[src/hdl/sara_pkg.sv]
// Shared types and constants for the summed-area range-sum core.
// Used by sara_seq and summed_area_range_sum_core; no dependencies.
package sara_pkg;

  localparam int unsigned SUM_W   = 32;
  localparam int unsigned RUN_W   = 24;
  localparam int unsigned CNT_W   = 9;
  localparam int unsigned IDX_W   = 8;
  localparam int unsigned VALUE_W = 16;

  localparam logic CMD_LOAD  = 1'b0;
  localparam logic CMD_QUERY = 1'b1;

  localparam logic [1:0] STATUS_DONE  = 2'd0;
  localparam logic [1:0] STATUS_EMPTY = 2'd1;
  localparam logic [1:0] STATUS_RANGE = 2'd2;

  localparam logic CFG_ROW_COUNT = 1'b0;
  localparam logic CFG_COL_COUNT = 1'b1;

  typedef enum logic [2:0] {
    ST_IDLE,
    ST_LOAD_WR,
    ST_QUERY,
    ST_Q_LAST,
    ST_DONE
  } state_e;

  typedef struct packed {
    logic                      cmd;
    logic signed [VALUE_W-1:0] value;
    logic [IDX_W-1:0]          top_row;
    logic [IDX_W-1:0]          left_col;
    logic [IDX_W-1:0]          bottom_row;
    logic [IDX_W-1:0]          right_col;
  } in_word_t;

  typedef struct packed {
    logic signed [SUM_W-1:0] sum;
    logic [1:0]              status;
  } out_word_t;

  typedef struct packed {
    logic [CNT_W-1:0] row_cnt;
    logic [CNT_W-1:0] col_cnt;
    logic             restart;
  } cfg_t;

  typedef struct packed {
    logic en;
    logic we;
  } mem_ctl_t;

endpackage

[src/hdl/sara_seq.sv]
// Sequencer for loads and rectangle queries: load counters, running row sum,
// corner reads and accumulation. Depends on sara_pkg; drives the sara_mem port.
module sara_seq #(
  parameter int unsigned MAX_COLS   = 256,
  parameter int unsigned ELEM_WIDTH = 16,
  parameter int unsigned ROW_W      = 8,
  parameter int unsigned COL_W      = 8,
  parameter int unsigned ADDR_W     = 16
) (
  input  logic                     clk_i,
  input  logic                     rst_ni,
  input  sara_pkg::cfg_t           cfg_i,
  input  logic                     in_valid_i,
  output logic                     in_stall_o,
  input  sara_pkg::in_word_t       in_word_i,
  output logic                     res_valid_o,
  input  logic                     res_ready_i,
  output sara_pkg::out_word_t      res_word_o,
  output sara_pkg::mem_ctl_t       mem_ctl_o,
  output logic [ADDR_W-1:0]        mem_addr_o,
  output logic [sara_pkg::SUM_W-1:0] mem_wdata_o,
  input  logic [sara_pkg::SUM_W-1:0] mem_rdata_i
);

  localparam int unsigned MUL_W = ADDR_W + 1;
  localparam logic [MUL_W-1:0] COLS_C = MUL_W'(MAX_COLS);
  localparam logic [32:0] ETOP33 = 33'(1) << (ELEM_WIDTH - 1);
  localparam logic [32:0] EMASK33 = (ETOP33 << 1) - 33'd1;
  localparam logic [31:0] ETOP  = ETOP33[31:0];
  localparam logic [31:0] EMASK = EMASK33[31:0];

  function automatic logic [ADDR_W-1:0] addr_of(input logic [ROW_W-1:0] r,
                                                input logic [COL_W-1:0] c);
    logic [MUL_W-1:0] p;
    p = MUL_W'(r) * COLS_C + MUL_W'(c);
    return p[ADDR_W-1:0];
  endfunction

  sara_pkg::state_e state_q, state_d;
  logic [1:0]       cnt_q, cnt_d;
  logic [ROW_W-1:0] load_row_q, load_row_d;
  logic [COL_W-1:0] load_col_q, load_col_d;
  logic [sara_pkg::RUN_W-1:0] run_q, run_d;
  logic             full_q, full_d;
  logic             pend_q, pend_d;
  logic             neg_q, neg_d;

  logic [sara_pkg::RUN_W-1:0] elem_q, elem_d;
  logic [ROW_W-1:0] bot_q, bot_d, t1_q, t1_d;
  logic [COL_W-1:0] right_q, right_d, l1_q, l1_d;
  logic             t_ok_q, t_ok_d, l_ok_q, l_ok_d;
  logic [sara_pkg::SUM_W-1:0] acc_q, acc_d;
  sara_pkg::out_word_t res_q, res_d;

  logic [1:0]       q_status;
  logic             rect_bad;
  logic [31:0]      raw32, elem_ext;
  logic [ROW_W-1:0] c_row;
  logic [COL_W-1:0] c_col;
  logic             c_ok;
  logic [sara_pkg::RUN_W-1:0] run_sum;
  logic [sara_pkg::SUM_W-1:0] above, entry, acc_next;
  logic             col_last, row_last;

  assign in_stall_o = (state_q != sara_pkg::ST_IDLE);

  always_comb begin
    rect_bad = (in_word_i.top_row > in_word_i.bottom_row) ||
               (in_word_i.left_col > in_word_i.right_col) ||
               ({1'b0, in_word_i.bottom_row} >= cfg_i.row_cnt) ||
               ({1'b0, in_word_i.right_col} >= cfg_i.col_cnt);
    if (!full_q) begin
      q_status = sara_pkg::STATUS_EMPTY;
    end else if (rect_bad) begin
      q_status = sara_pkg::STATUS_RANGE;
    end else begin
      q_status = sara_pkg::STATUS_DONE;
    end
    raw32    = {16'd0, in_word_i.value};
    elem_ext = ((raw32 & EMASK) ^ ETOP) - ETOP;

    c_row = cnt_q[0] ? t1_q : bot_q;
    c_col = cnt_q[1] ? l1_q : right_q;
    c_ok  = (!cnt_q[0] || t_ok_q) && (!cnt_q[1] || l_ok_q);

    run_sum  = run_q + elem_q;
    above    = (load_row_q != '0) ? mem_rdata_i : '0;
    entry    = {{(sara_pkg::SUM_W - sara_pkg::RUN_W){run_sum[sara_pkg::RUN_W-1]}}, run_sum}
               + above;
    col_last = (32'(load_col_q) + 32'd1) >= 32'(cfg_i.col_cnt);
    row_last = (32'(load_row_q) + 32'd1) >= 32'(cfg_i.row_cnt);

    if (!pend_q) begin
      acc_next = acc_q;
    end else if (neg_q) begin
      acc_next = acc_q - mem_rdata_i;
    end else begin
      acc_next = acc_q + mem_rdata_i;
    end
  end

  always_comb begin
    state_d    = state_q;
    cnt_d      = cnt_q;
    load_row_d = load_row_q;
    load_col_d = load_col_q;
    run_d      = run_q;
    full_d     = full_q;
    pend_d     = 1'b0;
    neg_d      = neg_q;
    elem_d     = elem_q;
    bot_d      = bot_q;
    t1_d       = t1_q;
    right_d    = right_q;
    l1_d       = l1_q;
    t_ok_d     = t_ok_q;
    l_ok_d     = l_ok_q;
    acc_d      = acc_q;
    res_d      = res_q;
    mem_ctl_o  = '0;
    mem_addr_o = addr_of(load_row_q, load_col_q);
    mem_wdata_o = entry;
    res_valid_o = 1'b0;
    res_word_o  = res_q;

    case (state_q)
      sara_pkg::ST_IDLE: begin
        if (in_valid_i) begin
          if (in_word_i.cmd == sara_pkg::CMD_QUERY) begin
            bot_d   = ROW_W'(in_word_i.bottom_row);
            t1_d    = ROW_W'(in_word_i.top_row - 8'd1);
            right_d = COL_W'(in_word_i.right_col);
            l1_d    = COL_W'(in_word_i.left_col - 8'd1);
            t_ok_d  = (in_word_i.top_row != '0);
            l_ok_d  = (in_word_i.left_col != '0);
            acc_d   = '0;
            if (q_status == sara_pkg::STATUS_DONE) begin
              mem_ctl_o.en = 1'b1;
              mem_addr_o   = addr_of(ROW_W'(in_word_i.bottom_row),
                                     COL_W'(in_word_i.right_col));
              pend_d  = 1'b1;
              neg_d   = 1'b0;
              cnt_d   = 2'd1;
              state_d = sara_pkg::ST_QUERY;
            end else begin
              res_d.sum    = '0;
              res_d.status = q_status;
              state_d      = sara_pkg::ST_DONE;
            end
          end else begin
            elem_d = elem_ext[sara_pkg::RUN_W-1:0];
            if (load_row_q != '0) begin
              mem_ctl_o.en = 1'b1;
              mem_addr_o   = addr_of(load_row_q - ROW_W'(1), load_col_q);
            end
            state_d = sara_pkg::ST_LOAD_WR;
          end
        end
      end
      sara_pkg::ST_LOAD_WR: begin
        mem_ctl_o.en = 1'b1;
        mem_ctl_o.we = 1'b1;
        if (load_row_q == '0 && load_col_q == '0) begin
          full_d = 1'b0;
        end
        run_d      = run_sum;
        load_col_d = load_col_q + COL_W'(1);
        if (col_last) begin
          load_col_d = '0;
          run_d      = '0;
          load_row_d = load_row_q + ROW_W'(1);
          if (row_last) begin
            load_row_d = '0;
            full_d     = 1'b1;
          end
        end
        res_word_o.sum    = '0;
        res_word_o.status = sara_pkg::STATUS_DONE;
        res_valid_o       = 1'b1;
        res_d             = res_word_o;
        state_d = res_ready_i ? sara_pkg::ST_IDLE : sara_pkg::ST_DONE;
      end
      sara_pkg::ST_QUERY: begin
        acc_d = acc_next;
        if (c_ok) begin
          mem_ctl_o.en = 1'b1;
          mem_addr_o   = addr_of(c_row, c_col);
          pend_d       = 1'b1;
          neg_d        = cnt_q[0] ^ cnt_q[1];
        end
        cnt_d = cnt_q + 2'd1;
        if (cnt_q == 2'd3) begin
          state_d = sara_pkg::ST_Q_LAST;
        end
      end
      sara_pkg::ST_Q_LAST: begin
        res_word_o.sum    = acc_next;
        res_word_o.status = sara_pkg::STATUS_DONE;
        res_valid_o       = 1'b1;
        res_d             = res_word_o;
        state_d = res_ready_i ? sara_pkg::ST_IDLE : sara_pkg::ST_DONE;
      end
      sara_pkg::ST_DONE: begin
        res_valid_o = 1'b1;
        if (res_ready_i) begin
          state_d = sara_pkg::ST_IDLE;
        end
      end
      default: begin
        state_d = sara_pkg::ST_IDLE;
      end
    endcase

    if (cfg_i.restart) begin
      load_row_d = '0;
      load_col_d = '0;
      run_d      = '0;
      full_d     = 1'b0;
    end
  end

  always_ff @(posedge clk_i or negedge rst_ni) begin
    if (!rst_ni) begin
      state_q    <= sara_pkg::ST_IDLE;
      cnt_q      <= '0;
      load_row_q <= '0;
      load_col_q <= '0;
      run_q      <= '0;
      full_q     <= 1'b0;
      pend_q     <= 1'b0;
      neg_q      <= 1'b0;
    end else begin
      state_q    <= state_d;
      cnt_q      <= cnt_d;
      load_row_q <= load_row_d;
      load_col_q <= load_col_d;
      run_q      <= run_d;
      full_q     <= full_d;
      pend_q     <= pend_d;
      neg_q      <= neg_d;
    end
  end

  always_ff @(posedge clk_i) begin
    elem_q  <= elem_d;
    bot_q   <= bot_d;
    t1_q    <= t1_d;
    right_q <= right_d;
    l1_q    <= l1_d;
    t_ok_q  <= t_ok_d;
    l_ok_q  <= l_ok_d;
    acc_q   <= acc_d;
    res_q   <= res_d;
  end

endmodule

[config.mk]
export PLATFORM = sky130hd
export DESIGN_NAME = sara_seq
export DESIGN_NICKNAME = d
export VERILOG_FILES = /design/src/hdl/sara_pkg.sv /design/src/hdl/sara_seq.sv
export SDC_FILE = /design/constraint.sdc
export NUM_CORES = 1
export LEC_CHECK = 0
export BUFFER_PORTS_ARGS = -buffer_cell sky130_fd_sc_hd__buf_2
export CORE_UTILIZATION = 55
export CTS_CLUSTER_DIAMETER = 60
export CTS_CLUSTER_SIZE = 10
export DETAILED_ROUTE_END_ITERATION = 8
export MAX_ROUTING_LAYER = met4
export PLACE_DENSITY = 0.77
export REMOVE_ABC_BUFFERS = 1
export SYNTH_ARGS = -nofsm -noshare
export SYNTH_HDL_FRONTEND = slang
export SYNTH_SLANG_ARGS = --single-unit
export TNS_END_PERCENT = 30
[constraint.sdc]
create_clock -name clk_i -period 7.08 [get_ports clk_i]
set_input_delay 1.416 -clock clk_i [delete_from_list [all_inputs] [get_ports clk_i]]
set_output_delay 1.416 -clock clk_i [all_outputs]
set_load 0.05 [all_outputs]
==> summary.md <==
| Metric | Value |
|---|---|
| Final wirelength | 42.5 mm |
| Core area | 25500 µm² |
| Vias in the first global route | around 13000 |
| EDFF count, synth | about 120 |
| Cell variety after synth | just under 90 |
| Min-delay src | run_q[20] |
| Avg Cell Area, Syn | between 8 and 9 µm² |
| VDD IR max | 0.541 mV |
| Die area | 26900 µm² |
| Initial Util | 0.566 |
| Cells after Synth | 1604 |
| Pin count of the biggest net entering global routing | 49 |
| Initial antenna violation count | 3 |
| Die H | approximately 160 µm |
| Final nets | 2082 |
| Fin util | 0.668 |
| Final antenna-violating net count | 0 |
| Hold Path Class | reg -> reg |
| Tmin final | 6.99 ns |
| Total track usage | 0.330 |
| CP startpoint kind | input port |
| TritonRoute pass-1 iters | 5 |
| Reg2reg setup slack | 2.94 ns |
| Critical R2R Launch | neg_q |
| Capturing point of the worst reg2reg path | res_q[33] |
| Vias/cell | 6.11 |
| Number of synthesis warnings | 0 |
| Total power | 0.00700 W |
| Worst path max stage delay | between 0.4 and 0.5 ns |
| #FFs+latches synth | between 150 and 200 |
| Total CTS buffers | 17 |
| Final hold vios | 0 |
| WL/cell | 19.5 µm |
| Clk root buf | clkbuf_16 |
| Status | complete, no violations |
| Setup violations, final | 0 |
| Clock latency on the worst-skew pair | between 0.4 and 0.5 ns |
| Die width | approximately 160 µm |
| Critical path fanouts, max | 4 |
| Crit path max-delay family | simple AND/OR/NAND/NOR gates |
| Max-slew headroom | 0.235 |
| WP data arrival | 5.57 ns |
| Worst-case clock buffer depth | 2 |
| # DRC | 0 |
| Fin crit share | 0.987 |
| Pins Over Slew Limit | 0 |
| TNS Setup | 0 ns |
| Sequential-to-total area share from yosys stat | 0.325 |
| Worst Path Buf+Inv | 4 |
| P&R area growth vs syn | 17.9% |
| Estimated wirelength of the detail-placed design | 32.5 mm |
| Min-Delay Endpoint | run_q[20] |
| Input/output buffers | between 150 and 200 |
| Crit-path cells | buf_2 -> or3_4 -> or2_4 -> or3_4 -> nor2_4 -> a21oi_1 -> xnor2_1 -> ha_1 -> nand2_1 -> nor2_1 -> a221oi_1 -> o21ai_1 -> a221o_1 -> a41oi_2 -> buf_4 -> o31a_1 -> buf_4 -> o21ai_0 -> nor4bb_2 -> xor2_1 -> o21ai_1 -> buf_6 |
| # IOs | 190 |
| Clock tree sinks | between 150 and 200 |
| Max_cap viols | 0 |
| TritonCTS clock tree | yes |
| Cell Rows | 58 |
| Cell Area, Synth | approximately 14000 µm² |
| CTS H-tree depth | 4 |
| Slew @ Worst Pin | between 1 and 1.5 ns |
| Total number of vias | about 13000 |
| Register clock-pin slew on the reported worst setup and hold paths | around 0.080 ns |
| Critical Path RT | between 5 and 6 ns |
| Crit path max-delay cell type | or3_4 |
| Grt total ovfl | 0 |
| Initial DRC count | about 1100 |
| Share of cells above drive strength 1 | 0.196 |
| Power density cells | slightly above 400 nW/µm² |
| Achievable Freq | between 0.1 and 0.15 GHz |
| Reg2reg path depth | 19 |
| Unrepaired setup endpoints after global routing | yes |
| Worst setup EP type | output port |
| # hold bufs at CTS | 0 |
| RePlAce Congestion | a little over 1 |
| Leakage | 7.81 nW |
| Global-route wire length before repair | approximately 67 mm |
| WS Path Type | in -> out |
| Hold Path Cell Cnt | 1 |
| Clock skew | approximately 0.014 ns |
| Ys async rst share | 0.293 |
| Dominant synthesized flop cell | edfxtp_1 |
## state kept, by name, indices dropped and copies added (netlist names)
name / count
elem_q: 16
neg_q: 1
l1_q: 8
t1_q: 8
bot_q: 8
right_q: 8
acc_q: 32
l_ok_q: 1
run_q: 24
state_q: 3
cnt_q: 2
t_ok_q: 1
load_row_q: 8
full_q: 1
load_col_q: 8
pend_q: 1
res_q: 34
## worst max path at each step
stage | startpoint | endpoint | slack, ns | cells past startpoint
after floorplan | mem_rdata_i[5] | res_word_o[27] | -0.52 | 18
final | mem_rdata_i[5] | res_word_o[33] | 0.09 | 22
after global placement | mem_rdata_i[5] | res_word_o[33] | -0.05 | 21
after CTS | mem_rdata_i[5] | res_word_o[33] | -0.01 | 21
after detailed placement | mem_rdata_i[5] | res_word_o[33] | -0.15 | 22
after global routing | mem_rdata_i[5] | res_word_o[33] | -0.07 | 22
## cell families (layout without fill, tap and decap cells)
family,count (synthesis),count (layout),share of synthesized area
flip-flops,164,164,0.325
AND/OR/NAND/NOR,503,503,0.175
adder cells (fa/ha/maj),146,146,0.128
buffers and inverters,149,390,0.0392
XOR/XNOR,139,139,0.0863
AO/OA/AOI/OAI,458,458,0.214
other,0,5,0
multiplexers,45,45,0.0325
## through the flow
| stage | cells | cell area [µm²] | setup slack [ns] | hold WS [ns] |
|---|---|---|---|---|
| final | 2180 | 17000 | 0.0943 | 0.517 |
| after global routing | 2178 | 17000 | -0.0696 | 0.537 |
| after CTS | 2168 | 16700 | -0.00950 | 0.520 |
| after detailed placement | 2136 | 16100 | -0.149 | 0.499 |
| after global placement | 2136 | 16100 | -0.0521 | 0.495 |
| after floorplan | 1548 | 14200 | -0.522 | 0.480 |
## power breakdown
group	internal [W]	switching, W
Clock	0.000481	0.000504
Sequential	0.00122	0.000121
Combinational	0.00166	0.00301
## cell usage after synthesis (all sizes together), types with 12 or more instances
master  number  area, µm²
a211oi      15        123
ha         143       1790
xnor2       94        823
xor2        43        377
edfxtp     116       3480
clkbuf      46        173
nand4       13       81.3
and3        14       87.6
nor4        12       81.3
nor2       170        638
a22o        35        307
nand2b      20        125
o21ai       85        425
mux2i       39        390
nand2       95        357
a31oi       22        138
nand3       33        165
dfrtp       48       1200
and2        37        231
a21oi      106        531
nor3        42        233
o21a        21        158
inv         93        349
o22ai       15       93.8
a21o        70        526
nor2b       16        100
## metal layers
metal | up-vias | global-route usage | routed length, µm
met1 | 6282 | 0.383 | 17300
li1 | 6377 | - | -
met4 | 0 | 0.140 | 1590
met2 | 544 | 0.564 | 21000
met5 | - | - | 0
met3 | 116 | 0.0515 | 2670
## layout by cell type (no fill, tap or decap), types with 7 or more instances in the layout
| cell | count |
|---|---|
| buf_2 | 180 |
| nor2_1 | 168 |
| ha_1 | 139 |
| edfxtp_1 | 116 |
| a21oi_1 | 102 |
| nand2_1 | 95 |
| xnor2_1 | 94 |
| inv_1 | 93 |
| buf_4 | 82 |
| o21ai_0 | 72 |
| a21o_1 | 70 |
| dfrtp_1 | 47 |
| xor2_1 | 42 |
| nor3_1 | 38 |
| mux2i_1 | 38 |
| and2_1 | 36 |
| a22o_1 | 35 |
| nand3_1 | 33 |
| o21a_1 | 21 |
| a31oi_1 | 20 |
| nand2b_1 | 19 |
| clkbuf_16 | 17 |
| nor2b_1 | 16 |
| o22ai_1 | 15 |
| and3_1 | 14 |
| a211oi_1 | 13 |
| nand4_1 | 13 |
| o21ai_1 | 12 |
| o21bai_1 | 9 |
| nor4_1 | 8 |
| a221o_1 | 8 |
| o211ai_1 | 7 |
## layout make-up
type	instances	area, µm²
Clock buffer	17	425
Inverter	93	349
Timing Repair Buffer	265	1540
Fill cell	2154	8470
Multi-Input combinational cell	1291	9400
Tap cell	330	413
Antenna cell	5	12.5
Sequential cell	164	4690
Clock inverter	15	176
## repair_timing
item	CTS	global route
endpoints found under the setup margin	6	22
pin swaps	2	18
resized for setup	8	48
buffers inserted	0	7
Power figures use the tool's default switching activity.
